**config.mk**
```make
export PLATFORM = sky130hd
export DESIGN_NAME = dks_front
export DESIGN_NICKNAME = d
export VERILOG_FILES = /design/src/rtl/dks_pkg.sv /design/src/rtl/dks_front.sv
export SDC_FILE = /design/constraint.sdc
export NUM_CORES = 1
export LEC_CHECK = 0
export ABC_AREA = 1
export BUFFER_PORTS_ARGS = -buffer_cell sky130_fd_sc_hd__buf_2
export CAP_MARGIN = 20
export CORE_ASPECT_RATIO = 0.6
export CORE_UTILIZATION = 25
export DETAILED_ROUTE_END_ITERATION = 7
export PLACE_DENSITY = 0.44
export SLEW_MARGIN = 20
export SYNTH_ARGS = -nofsm -noshare
export SYNTH_HDL_FRONTEND = slang
export SYNTH_SLANG_ARGS = --single-unit
export TNS_END_PERCENT = 10
```
**constraint.sdc**
```tcl
create_clock -name clk -period 7.8 [get_ports clk]
set_input_delay 0.78 -clock clk [delete_from_list [all_inputs] [get_ports clk]]
set_output_delay 0.78 -clock clk [all_outputs]
set_load 0.1 [all_outputs]
```
**src/rtl/dks_pkg.sv**
```systemverilog
// shared types, constants and sine coefficients for the dirichlet kernel sample generator
package dks_pkg;

  localparam int STEP_FRAC_BITS = 16;
  localparam int OUT_FRAC_BITS  = 16;
  localparam int INDEX_BITS     = 16;

  localparam int ORDER_W   = 16;
  localparam int STEP_W    = 32;
  localparam int COUNT_W   = 17;
  localparam int KV_W      = 18;
  localparam int CFG_W     = 32;
  localparam int CFG_IDX_W = 2;

  // phase of x in units of pi, modulo 2
  localparam int PH_W    = STEP_FRAC_BITS + 1;
  // sine magnitude in q30, up to and including 1.0
  localparam int MAG_W   = 31;
  localparam int DEN_W   = ORDER_W + MAG_W;
  localparam int NUM_W   = MAG_W + OUT_FRAC_BITS;
  // quotient bits, one above 1.0 to catch overflow
  localparam int QUOT_W  = OUT_FRAC_BITS + 2;
  localparam int SIN_LAT = 8;

  localparam int Q_DEPTH_DEF   = 8;
  localparam int OUT_DEPTH_DEF = 32;

  typedef enum logic [CFG_IDX_W-1:0] {
    REG_KERNEL_ORDER = 2'd0,
    REG_STEP_FIXED   = 2'd1,
    REG_SAMPLE_COUNT = 2'd2
  } cfg_reg_t;

  // odd taylor terms of sin(pi u) in q28
  localparam logic [31:0] SIN_COEF [6] = '{
    32'd843314857, 32'd1387197337, 32'd684554447,
    32'd160863847, 32'd22050869,   32'd1978485
  };

  typedef struct packed {
    logic oor;
    logic last;
    logic whole;
    logic wneg;
  } side_t;

  typedef struct packed {
    side_t             side;
    logic [PH_W-1:0]   pb;
    logic [PH_W-1:0]   pt;
  } item_t;

  typedef struct packed {
    logic [KV_W-1:0] kernel_value;
    logic            last;
    logic            oor;
  } res_t;

endpackage

```
**src/rtl/dks_front.sv**
```systemverilog
// front end: range check, x and phase products, whole-x classification
module dks_front (
  input  logic                              clk,
  input  logic                              rst_n,
  input  logic                              in_vld,
  input  logic [dks_pkg::INDEX_BITS-1:0]    in_index,
  input  logic [dks_pkg::ORDER_W-1:0]       kernel_order,
  input  logic [dks_pkg::STEP_W-1:0]        step_fixed,
  input  logic [dks_pkg::COUNT_W-1:0]       sample_count,
  output logic                              out_vld,
  output dks_pkg::item_t                    out_item
);

  localparam int PH_W = dks_pkg::PH_W;
  localparam int XP_W = dks_pkg::INDEX_BITS + PH_W;
  localparam int TP_W = dks_pkg::ORDER_W + PH_W;
  localparam int SFB  = dks_pkg::STEP_FRAC_BITS;

  logic            v1_r, v2_r;
  logic            oor1_r, last1_r;
  logic [PH_W-1:0] x1_r, x1_nxt;
  logic            oor_nxt, last_nxt;
  logic [XP_W-1:0] xprod;
  logic [TP_W-1:0] tprod;
  dks_pkg::item_t  item_r, item_nxt;

  // only x mod 2 matters, so only the low phase bits of the product are kept
  assign xprod    = XP_W'(in_index) * XP_W'(step_fixed[PH_W-1:0]);
  assign x1_nxt   = xprod[PH_W-1:0];
  assign oor_nxt  = dks_pkg::COUNT_W'(in_index) >= sample_count;
  assign last_nxt = (dks_pkg::COUNT_W'(in_index) + dks_pkg::COUNT_W'(1)) == sample_count;

  assign tprod = TP_W'(kernel_order) * TP_W'(x1_r);

  always_comb begin
    item_nxt.side.oor   = oor1_r;
    item_nxt.side.last  = last1_r & ~oor1_r;
    item_nxt.side.whole = (x1_r[SFB-1:0] == '0);
    // n-1 odd means n even
    item_nxt.side.wneg  = x1_r[SFB] & ~kernel_order[0];
    item_nxt.pb         = x1_r;
    item_nxt.pt         = tprod[PH_W-1:0];
  end

  always_ff @(posedge clk) begin
    if (!rst_n) begin
      v1_r <= 1'b0;
      v2_r <= 1'b0;
    end else begin
      v1_r <= in_vld;
      v2_r <= v1_r;
    end
  end

  always_ff @(posedge clk) begin
    oor1_r  <= oor_nxt;
    last1_r <= last_nxt;
    x1_r    <= x1_nxt;
    item_r  <= item_nxt;
  end

  assign out_vld  = v2_r;
  assign out_item = item_r;

endmodule

```
==> results by group <==
Worst setup path
  – CP Class: primary input to flop
  – CP most frequent cell: fa_1
  – WP buf/inv: 5
  – Setup crit start kind: primary input
  – Slowest-stage cell, CP: fa_1
  – Worst path max stage delay: approximately 0.55 ns
  – CP max FO: 16
  – Ordered list of cells on the worst path: buf_2 > nand2_1 > fa_1 > fa_1 > inv_1 > fa_1 > fa_1 > fa_1 > inv_1 > fa_1 > inv_1 > ha_1 > a21o_1 > a21oi_1 > nor2_1 > a211oi_1 > o21a_1 > inv_1 > nand2_1 > nand2_1
  – Required time of the critical path: about 8.1 ns
  – CP delay by family, top: adder cells
  – CP endpoint kind: flop
  – Critical path arrival: 6.03 ns

Layout
  – Register area: approximately 0.0012 sq mm
  – Fraction of layout instances using a drive strength above 1: 0.07881
  – Util after Layout: 0.2836
  – Total Nets Final: 2059
  – Layout area overhead: 12.05%
  – Fill cell count: 5087
  – Most frequent cells in the layout: nand2_1 (475), inv_1 (467), fa_1 (188)
  – Area of the multi-input gates: around 0.0085 sq mm
  – Commonest non-fill, non-tap cell in the layout: nand2_1

Synthesis
  – Post-synthesis cell area: roughly 0.012 sq mm
  – Netlist cell types: between 40 and 50
  – Syn Nets: around 2000
  – YS warnings: 0
  – Flops & latches, synth: a little under 60
  – Synth Instances: about 1600
  – Register area share after synthesis: 0.1007
  – Async set or reset register ratio after synthesis: 0
  – Post-synth EDFFs: 0
  – Post-synth top flop: dfxtp_1
  – Syn_area_per_cell: between 7 and 8 sq um

Clocking
  – Clock tree from TritonCTS: done
  – Clock slew at reported path FFs: 0.06 ns
  – Clk Tree Root Cell: clkbuf_16
  – H-tree Lvls: 3
  – Clock Sinks: 59
  – Cts bufs inserted: 9
  – Setup Fix Bufs, Post-CTS: 0
  – Post-cts hold buffer count: 0
  – Worst-Skew Late Latency: about 0.36 ns
  – Worst-case clock buffer depth: 2
  – Post_cts resized: 0

Routing
  – Vias per cell: 4.180
  – Routed wire length: 34.14 mm
  – Via count: between 9000 and 10000
  – Routed Antenna Nets: 0
  – # DRC: 0
  – Wire per inst: 14.80 microns
  – Drt pass-1 iters: 5
  – Drt initial violations: roughly 620

Floorplanning
  – # IOs: approximately 120
  – Die ar.: about 0.048 sq mm
  – Core Rows: roughly 60
  – Die Ht: roughly 170 microns
  – Die Wd: around 280 microns
  – Core Region: between 0.04 and 0.05 sq mm
  – Initial Utilization: 0.2531

Run
  – Maximum Capacitance Violations: 0

Timing
  – Final worst clock skew: ~0.012 ns
  – Final WS setup: 2.014 ns
  – Setup TNS: 0 ns
  – Unrepaired setup endpoints after global routing: false
  – Relative slew slack: 0.4318
  – Final setup vio count: 0
  – Fmax: 0.1728 GHz
  – Fin. Hold Viols: 0
  – Max-slew violation count: 0
  – Final Cycle Share: 0.7418
  – Minimum clock period: 5.786 ns
  – Worst-Margin Slew: 0.8511 ns

GRT
  – Largest net degree at the start of global routing: 21
  – GRT Residual Overflow: 0
  – Vias in the first global route: 9980
  – GRT Util Overall: 0.1528
  – Initial antenna violation count: 2
  – First-pass GRT wire length: between 50 and 60 mm

Placed design
  – Dpl ws: ~1.7 ns
  – IO Port Bufs: 107
  – Routability cong.: about 0.85
  – Placed wire-length estimate: ~28 mm

Hold path
  – Worst Hold Class: flop to flop

Outcome
  – Run status: completed
## cells by family after synthesis
group | count (synthesis) | share of synthesized area
adders and majority gates | 305 | 0.4457
AOI/OAI and AO/OA | 63 | 0.03051
DFF | 59 | 0.1007
xor gates and xnor gates | 62 | 0.04630
buffers and inverters | 528 | 0.1724
and+or+nand+nor | 592 | 0.2043
## synth_stat cells (2+ instances only)
cell / number / share of area
buf_2: 19 / 0.0081
nand4_1: 8 / 0.0043
nand2_1: 475 / 0.15
a31oi_1: 2 / 0.0011
nand3b_1: 5 / 0.0032
o21ai_0: 10 / 0.0043
nor4_1: 5 / 0.0027
buf_4: 2 / 0.0013
fa_1: 188 / 0.32
o21bai_1: 2 / 0.0013
nor3_1: 4 / 0.0017
nand3_1: 47 / 0.020
a21o_1: 3 / 0.0019
o2111ai_1: 3 / 0.0022
a21oi_1: 36 / 0.015
clkbuf_1: 34 / 0.011
buf_1: 3 / 0.00096
dfxtp_1: 59 / 0.10
ha_1: 117 / 0.12
inv_1: 467 / 0.15
nor2_1: 39 / 0.012
xor2_1: 41 / 0.031
xnor2_1: 21 / 0.016
## final cells by class
| cell class | count | share of cell area |
|---|---|---|
| well taps | 630 | 0.05999 |
| multi-input cells | 1022 | 0.6487 |
| diodes | 1 | 0.0001904 |
| flip-flops and latches | 59 | 0.08989 |
| clock inverters | 4 | 0.005523 |
| clock buffers | 12 | 0.01952 |
| inverters | 468 | 0.1337 |
| repair buffers | 110 | 0.04247 |
## worst paths after layout
path	start	to	slack [ns]	depth (start not counted)
max	kernel_order[1]	out_item[16]$_DFF_P_	2.01	20
min	oor1_r$_DFF_P_	out_item[37]$_DFF_P_	0.36	0
max reg2reg	x1_r[4]$_DFF_P_	out_item[16]$_DFF_P_	2.06	19
min reg2reg	oor1_r$_DFF_P_	out_item[37]$_DFF_P_	0.36	0
## metal layers
metal / vias to the layer above / GRT usage / share of wire
li1: 4730 / - / -
met1: 4668 / 0.2360 / 0.54
met2: 213 / 0.2185 / 0.39
met3: 28 / 0.02602 / 0.059
met4: 0 / 0.03095 / 0.013
met5: - / 0 / 0
## sequential cells by signal (all words and copies together) (netlist names)
signal    count
out_item     38
last1_r       1
x1_r         17
v1_r          1
out_vld       1
oor1_r        1
## per-stage QoR
| step | cells | hold slack, ns | instance area, sq um |
|---|---|---|---|
| CTS | 2305 | 0.3575 | 13140 |
| global placement | 2289 | 0.3412 | 12810 |
| global route | 2306 | 0.3696 | 13140 |
| floorplan | 1609 | 0.3258 | 11730 |
| finish | 2306 | 0.3563 | 13140 |
| detailed placement | 2289 | 0.3451 | 12810 |
Power is not shown: default switching activity piles up to over one toggle a cycle in this logic, so the estimate is an artifact.
