### src/rtl/dks_fifo.sv
// small register fifo used for the classify queue and the result buffer
module dks_fifo #(
  parameter int WIDTH = 1,
  parameter int DEPTH = 4
) (
  input  logic                       clk,
  input  logic                       rst_n,
  input  logic                       wr_en,
  input  logic [WIDTH-1:0]           wr_data,
  input  logic                       rd_en,
  output logic [WIDTH-1:0]           rd_data,
  output logic [$clog2(DEPTH+1)-1:0] count
);

  localparam int PTR_W = (DEPTH > 1) ? $clog2(DEPTH) : 1;
  localparam int CNT_W = $clog2(DEPTH+1);

  logic [WIDTH-1:0] mem_r [DEPTH];
  logic [PTR_W-1:0] wr_ptr_r, wr_ptr_nxt;
  logic [PTR_W-1:0] rd_ptr_r, rd_ptr_nxt;
  logic [CNT_W-1:0] count_r, count_nxt;

  always_comb begin
    wr_ptr_nxt = wr_ptr_r;
    rd_ptr_nxt = rd_ptr_r;
    count_nxt  = count_r;
    if (wr_en) begin
      wr_ptr_nxt = (wr_ptr_r == PTR_W'(DEPTH-1)) ? '0 : wr_ptr_r + PTR_W'(1);
    end
    if (rd_en) begin
      rd_ptr_nxt = (rd_ptr_r == PTR_W'(DEPTH-1)) ? '0 : rd_ptr_r + PTR_W'(1);
    end
    if (wr_en && !rd_en) begin
      count_nxt = count_r + CNT_W'(1);
    end else if (rd_en && !wr_en) begin
      count_nxt = count_r - CNT_W'(1);
    end
  end

  always_ff @(posedge clk) begin
    if (!rst_n) begin
      wr_ptr_r <= '0;
      rd_ptr_r <= '0;
      count_r  <= '0;
    end else begin
      wr_ptr_r <= wr_ptr_nxt;
      rd_ptr_r <= rd_ptr_nxt;
      count_r  <= count_nxt;
    end
  end

  always_ff @(posedge clk) begin
    if (wr_en) begin
      mem_r[wr_ptr_r] <= wr_data;
    end
  end

  assign rd_data = mem_r[rd_ptr_r];
  assign count   = count_r;

endmodule

### config.mk
export PLATFORM = sky130hd
export DESIGN_NAME = dks_fifo
export DESIGN_NICKNAME = d
export VERILOG_FILES = /design/src/rtl/dks_fifo.sv
export SDC_FILE = /design/constraint.sdc
export NUM_CORES = 1
export LEC_CHECK = 0
export BUFFER_PORTS_ARGS = -buffer_cell sky130_fd_sc_hd__buf_2
export CORE_AREA = 2 2 39 41
export CTS_CLUSTER_DIAMETER = 80
export DETAILED_ROUTE_END_ITERATION = 7
export DIE_AREA = 0 0 41 43
export GPL_ROUTABILITY_DRIVEN = 0
export MAX_ROUTING_LAYER = met4
export SYNTH_ARGS = -nofsm -noshare
export SYNTH_HDL_FRONTEND = slang
export SYNTH_SLANG_ARGS = --single-unit
### constraint.sdc
create_clock -name clk -period 2.2 [get_ports clk]
set_clock_uncertainty 0.15 [all_clocks]
set_input_delay 0.22 -clock clk [delete_from_list [all_inputs] [get_ports clk]]
set_output_delay 0.22 -clock clk [all_outputs]
set_load 0.1 [all_outputs]
==> impl_metrics.yaml, run 1 <==
logic_synthesis:
  async_flop_share: 0
  synth-edff-count: 4
  synth_flop_cell: "dfxtp_1"
  synthesis.nets: 59
  avgSynthCellArea_um2: 12.5
  synth.distinct_cells: 17
  yosys_register_bits: 13
  yosysWarnings: 0
  netlist_instances: 47
  synth_seq_area_share: 0.511
  synth_area_um2: 588
finish:
  ff_latch_area_um2: 300
  post-route-util: 0.487
  antennaDiodeCount: 0
  area_growth_pct: 14.7
  fin_nets: 72
  drive_above_1_share: 0.203
  filler_cell_count: 131
  layout_commonest_cell: "dfxtp_1"
  post_layout_nonfiller_instances: 75
  multi_input_area_um2: 273
  layout_common_cells: "dfxtp_1 (9), buf_2 (8), ha_1 (6)"
timing:
  fin_crit_sh: 0.812
  period_minus_slack_ns: 1.79
  max_freq_ghz: 0.560
  tightest_slew_ns: 0.483
  rsz0062_at_grt: "false"
  fin_tns_setup_ns: 0
  setup-violations-final: 0
  hold_viol: 0
  final_max_slew_viol_count: 0
  hold_ws_ns: 0.0187
  timing.slew.headroom: 0.680
placement:
  dpl.cell_count: 71
  dp_hpwl_um: 631
  portBuffers: 8
drt:
  top_layer: "met3"
  routed-wl-met3_um: 28
  first_iter_violations: 1
  routedWlPerCell_um: 10.5
  wl_met1_um: 367
  wl_um: 788
  met2_length_um: 391
  viasPerCell: 4.51
  via_count: 338
  postRouteAntennaNets: 0
  route.detailed.drc: 0
  firstDrtPassIters: 3
cts:
  cts_resized: 0
  cts_root_buf: "clkbuf_4"
  htree_levels: 1
  clk_path_buf_depth: 2
  cts_hold_buf: 0
  cts_tree: "yes"
  cts.sinks: 13
  clk_pin_slew_ns: 0.08
  post_cts_buffers: 0
  worstSkewPairLatency_ns: 0.26
  cts_buffers: 3
global_routing:
  grt_pass1_vias: 310
  grt_remaining_overflow: 0
  antenna_found_initial: 0
  grt_util_all_layers: 0.113
  grt_pass1_wl_um: 1240
  grt_max_degree: 8
die:
  die_w_um: 41
  die_h_um: 43
  rows: 14
  core_area_mm2: 0.00138
  initial_core_util: 0.425
  dieArea_mm2: 0.00176
  ios: 9
status:
  status: "complete, no violations"
setup_path:
  r2r_slack_ns: 0.60
  critPathLaunchType: "flop"
  r2r_start: "count[0]"
  cp_max_fo: 1
  crit_required_ns: 1.83
  crit_type: "flop to primary output"
  critPathArrivalTime_ns: 1.42
  worstSetupEndpointType: "primary output"
  r2r-end: "count[2]"
  r2r_cells: 4
power_and_ir_drop:
  p_leak_nw: 0.300
  peakVddDrop_mv: 0.398
  p_per_area_mw_per_mm2: 892
min_path:
  worst_hold_startpoint: "wr_data"
  worstHoldEndpoint: "mem_r[3]"
  worstHoldPathType: "input pin to flop"
  holdPathStages: 1
job:
  cap_violations: 0
-- report_power, final --
group          switching (W)  internal [W]  total [W]
Sequential         0.0000166      0.000269   0.000286
Combinational       0.000125     0.0000476   0.000172
Clock              0.0000736     0.0000700   0.000144
-- synth_stat cells (4+ instances only) --
cell type	number	area share
and2_1	5	0.053
dfxtp_1	9	0.31
edfxtp_1	4	0.20
ha_1	6	0.13
inv_1	4	0.026
mux2i_1	4	0.068
nor2b_1	5	0.053
-- final cells by class --
cell class,instances,area share
Sequential cell,13,0.445
Multi-Input combinational cell,30,0.404
Timing Repair Buffer,8,0.0594
Clock buffer,4,0.0390
Tap cell,16,0.0297
Inverter,4,0.0223
-- stage by stage --
step / instance area, µm² / worst slack [ns] / total power (W)
after floorplan: 588 / 0.165 / 0.000434
after global placement: 648 / 0.365 / 0.000464
after detailed placement: 648 / 0.323 / 0.000465
after CTS: 674 / 0.383 / 0.000607
after global routing: 674 / 0.364 / 0.000636
final: 674 / 0.414 / 0.000602
-- kinds of logic after synthesis --
group | after synthesis | synth area share
AOI/OAI and AO/OA | 3 | 0.0340
and+or+nand+nor | 13 | 0.132
buffers and inverters | 4 | 0.0255
xor gates and xnor gates | 2 | 0.0298
adders and majority gates | 7 | 0.162
DFF | 13 | 0.511
muxes | 5 | 0.106
-- per-layer routing --
metal  global-route usage  vias up
met5                    -        -
li1                     -      181
met2                0.172        4
met3               0.0314        0
met4               0.0600        0
met1                0.130      153
-- worst max-delay path, cell delays in order (launching register included) --
cell and delay [ns]:
edfxtp_1 0.39, mux4_2 0.46, buf_2 0.30
-- worst max-delay path by stage --
stage                     depth (start not counted)  startpoint  endpoint
after floorplan                                   4    count[0]  count[2]
after global placement                            8       rd_en  count[2]
after detailed placement                          8       rd_en  count[2]
after CTS                                         2    mem_r[0]   rd_data
after global routing                              2        flop   rd_data
final                                             2    mem_r[0]   rd_data
No activity file was read; power rests on OpenSTA's default activity.
==> inputs of run 2 (changes only) <==
Clock period 2.2 ns to 1.7 ns, I/O delays scaled along.
==> impl_metrics.yaml, run 2 (synthesized netlist as in run 1, its figures left out) <==
status:
  status: "complete, no violations"
min_path:
  worstHoldPathType: "input pin to flop"
setup_path:
  r2r_cells: 4
  critPathArrivalTime_ns: 1.32
  critPathCapture: "rd_data"
  crit_required_ns: 1.38
  r2r_start: "count[0]"
  cp_max_fo: 1
  worstSetupEndpointType: "primary output"
  r2r_slack_ns: 0.10
  critPathLaunchType: "flop"
  startpoint: "mem_r[3]"
  crit_type: "flop to primary output"
  r2r-end: "count[2]"
finish:
  drive_above_1_share: 0.313
  fin_nets: 77
  post_layout_nonfiller_instances: 80
  layout_commonest_cell: "buf_2"
  layout_common_cells: "buf_2 (7), ha_1 (6), dfxtp_1 (6)"
  antennaDiodeCount: 0
  design_area_um2: 739
  area_growth_pct: 25.7
cts:
  cts.sinks: 13
  clk_pin_slew_ns: 0.08
  cts_tree: "yes"
  clk_path_buf_depth: 2
  worstSkewPairLatency_ns: 0.27
  cts_buffers: 3
  htree_levels: 1
  post_cts_buffers: 0
  cts_root_buf: "clkbuf_4"
timing:
  period_minus_slack_ns: 1.64
  timing.slew.headroom: 0.678
  setup-violations-final: 0
  final_max_slew_viol_count: 0
  max_freq_ghz: 0.610
  fin_crit_sh: 0.964
  hold_viol: 0
  rsz0062_at_grt: "false"
  hold_ws_ns: 0.0351
  tightest_slew_ns: 0.486
die:
  dieArea_mm2: 0.00176
  ios: 9
  core_area_mm2: 0.00138
  die_w_um: 41
  rows: 14
  initial_core_util: 0.425
  die_h_um: 43
global_routing:
  grt_pass1_vias: 384
  antenna_found_initial: 0
  grt_remaining_overflow: 0
  grt_max_degree: 9
  grt_pass1_wl_um: 1440
  grt_util_all_layers: 0.126
placement:
  placed_cell_area_um2: 686
  dp_hpwl_um: 603
  dpl.cell_count: 75
  portBuffers: 8
drt:
  wl_um: 803
  viasPerCell: 4.45
  firstDrtPassIters: 3
  via_count: 356
  postRouteAntennaNets: 0
  route.detailed.drc: 0
  routedWlPerCell_um: 10.0
  first_iter_violations: 2
power_and_ir_drop:
  p_per_area_mw_per_mm2: 1080
  fin_total_pwr_w: 0.000801
  p_leak_nw: 0.333
  peakVddDrop_mv: 0.529
job:
  cap_violations: 0
[run 2: worst min-delay path by stage]
stage | startpoint | end | slack (ns) | cells past startpoint
CTS | rst_n | count[0] | 0.03 | 2
global route | rst_n | flop | 0.04 | 2
finish | rst_n | count[0] | 0.04 | 2
floorplan | wr_data | mem_r[0] | 0.12 | 0
detailed placement | wr_data | mem_r[0] | 0.25 | 1
global placement | wr_data | mem_r[2] | 0.24 | 1
[run 2: layout make-up]
class,count,area [µm²]
Fill cell,131,644
Inverter,4,15.0
Multi-Input combinational cell,30,273
Tap cell,16,20.0
Clock buffer,3,22.5
Clock inverter,1,5.00
Sequential cell,13,309
Timing Repair Buffer,13,95.1
[run 2: routing by layer]
layer / share of wire / GRT usage / up-vias
li1: - / - / 191
met1: 0.48 / 0.151 / 161
met2: 0.49 / 0.181 / 4
met3: 0.032 / 0.0471 / 0
met4: 0 / 0.0600 / 0
met5: 0 / - / -
[run 2: power breakdown]
| group | leakage [nW] | internal (W) | total [W] | switching, W |
|---|---|---|---|---|
| Combinational | 0.203 | 0.0000784 | 0.000244 | 0.000166 |
| Clock | 0.0177 | 0.0000870 | 0.000184 | 0.0000972 |
| Sequential | 0.113 | 0.000352 | 0.000372 | 0.0000205 |
[run 2: worst max-delay path: stages, from the launching register on]
cell and delay [ns]:
edfxtp_1 0.35, mux4_2 0.51, buf_12 0.19
[run 2: timing repair]
item	CTS	global route
hold endpoints to repair	4	0
endpoints found under the setup margin	1	1
pin swaps	0	0
gates resized for setup	1	4
hold buffers	1	0
[run 2: metrics by stage]
step           setup WS (ns)  TNS, ns  utilization
6_report              0.0616        0        0.534
5_1_grt              0.00820        0        0.534
4_1_cts               0.0131        0        0.524
3_5_place_dp         -0.0768  -0.0768        0.495
3_3_place_gp         -0.0454  -0.0454        0.495
2_1_floorplan        0.00594        0            -
==> inputs of run 3 (changes only) <==
Settings changed: PLACE_DENSITY_LB_ADDON set to 0.25.
==> impl_metrics.yaml, run 3 (synthesized netlist as in run 1, its figures left out) <==
power_and_ir_drop:
  peakVddDrop_mv: 0.458
  fin_total_pwr_w: 0.000801
  p_per_area_mw_per_mm2: 1100
  p_leak_nw: 0.326
timing:
  hold_viol: 0
  period_minus_slack_ns: 1.63
  max_freq_ghz: 0.613
  tightest_slew_ns: 0.484
  setup-violations-final: 0
  final_max_slew_viol_count: 0
  rsz0062_at_grt: "false"
  fin_crit_sh: 0.959
  fin_ws_ns: 0.0699
  timing.slew.headroom: 0.679
setup_path:
  crit_buf_inv: 1
  critPathArrivalTime_ns: 1.31
  worstSetupEndpointType: "primary output"
  cp_top_family: "multiplexers"
  critPathLaunchType: "flop"
  max_stage_delay_ns: 0.47
  crit_type: "flop to primary output"
  slowest_stage: "mux4_2"
  crit_required_ns: 1.38
  startpoint: "mem_r[2]"
  cp_max_fo: 1
  cp_cell_sequence: "mux4_2, buf_6"
  r2r_start: "count[0]"
min_path:
  worst_hold_startpoint: "rst_n"
  worstHoldPathType: "input pin to flop"
drt:
  wl_um: 784
  routedWlPerCell_um: 9.80
  route.detailed.drc: 0
  viasPerCell: 4.56
  first_iter_violations: 5
  postRouteAntennaNets: 0
  via_count: 365
  firstDrtPassIters: 3
global_routing:
  grt_remaining_overflow: 0
  grt_util_all_layers: 0.112
  antenna_found_initial: 0
  grt_pass1_wl_um: 1210
  grt_max_degree: 8
  grt_pass1_vias: 304
finish:
  antennaDiodeCount: 0
  fin_nets: 77
  post-route-util: 0.528
  area_growth_pct: 24.3
  drive_above_1_share: 0.297
  post_layout_nonfiller_instances: 80
  layout_common_cells: "dfxtp_1 (7), buf_2 (7), ha_1 (6)"
status:
  status: "complete, no violations"
cts:
  clk_pin_slew_ns: 0.07
  clk_path_buf_depth: 2
  cts_buffers: 3
  worstSkewPairLatency_ns: 0.27
  cts.sinks: 13
  cts_root_buf: "clkbuf_4"
  cts_tree: "yes"
  htree_levels: 1
die:
  dieArea_mm2: 0.00176
  die_h_um: 43
  core_area_mm2: 0.00138
  die_w_um: 41
  ios: 9
  initial_core_util: 0.425
  rows: 14
job:
  cap_violations: 0
placement:
  dpl.cell_count: 75
  portBuffers: 8
  pre_cts_slack_ns: -0.0991
  dp_hpwl_um: 622
==> run 3: cell count changes in the layout (fill, tap and decap cells not counted) <==
cell      previous run  this run
clkbuf_1             0         1
dfxtp_1              6         7
buf_12               1         0
fa_1                 1         0
clkinv_2             1         0
dfxtp_2              1         0
fa_2                 0         1
buf_6                0         1
==> run 3: timing repair <==
action / CTS / global route
buffers inserted: 0 / 0
resized for setup: 1 / 2
endpoints found under the hold margin: 4 / 0
endpoints found under the setup margin: 1 / 2
hold buffers: 1 / 0
==> run 3: worst paths after layout <==
kind,slack [ns],depth (start not counted),end
worst max-delay path,0.07,2,rd_data
worst min-delay path,0.04,2,flop
worst max register to register,0.14,4,count[2]
worst min register to register,0.35,2,count[2]
==> run 3: report_power, final <==
group	switching [W]	internal [W]
registers	0.0000218	0.000352
clock network	0.0000951	0.0000910
logic	0.000166	0.0000754
total	0.000283	0.000518
==> run 3: area by class of cell <==
type,count,area [µm²]
Clock buffer,4,26.3
Fill cell,115,653
Inverter,4,15.0
Multi-Input combinational cell,30,275
Sequential cell,13,308
Tap cell,16,20.0
Timing Repair Buffer,13,86.3
==> run 3: per-layer routing <==
metal | vias up | wire [µm] | GRT usage
met5 | - | 0 | -
met4 | 0 | 19 | 0.0800
met3 | 2 | 34 | 0.0471
met2 | 7 | 351 | 0.141
met1 | 166 | 379 | 0.138
li1 | 190 | - | -
==> run 3: worst register-to-register path: stages (launching register included) <==
cell and delay (ns):
dfxtp_4 0.36, fa_2 0.38, xor2_1 0.17, or3_1 0.30
a21boi_1 0.13
==> run 3: through the flow <==
step / cell area, µm² / setup TNS [ns] / hold slack [ns]
floorplan: 596 / 0 / 0.119
global placement: 686 / -0.0485 / 0.239
detailed placement: 686 / -0.0991 / 0.240
CTS: 724 / 0 / 0.0301
global route: 731 / 0 / 0.0396
finish: 731 / 0 / 0.0373
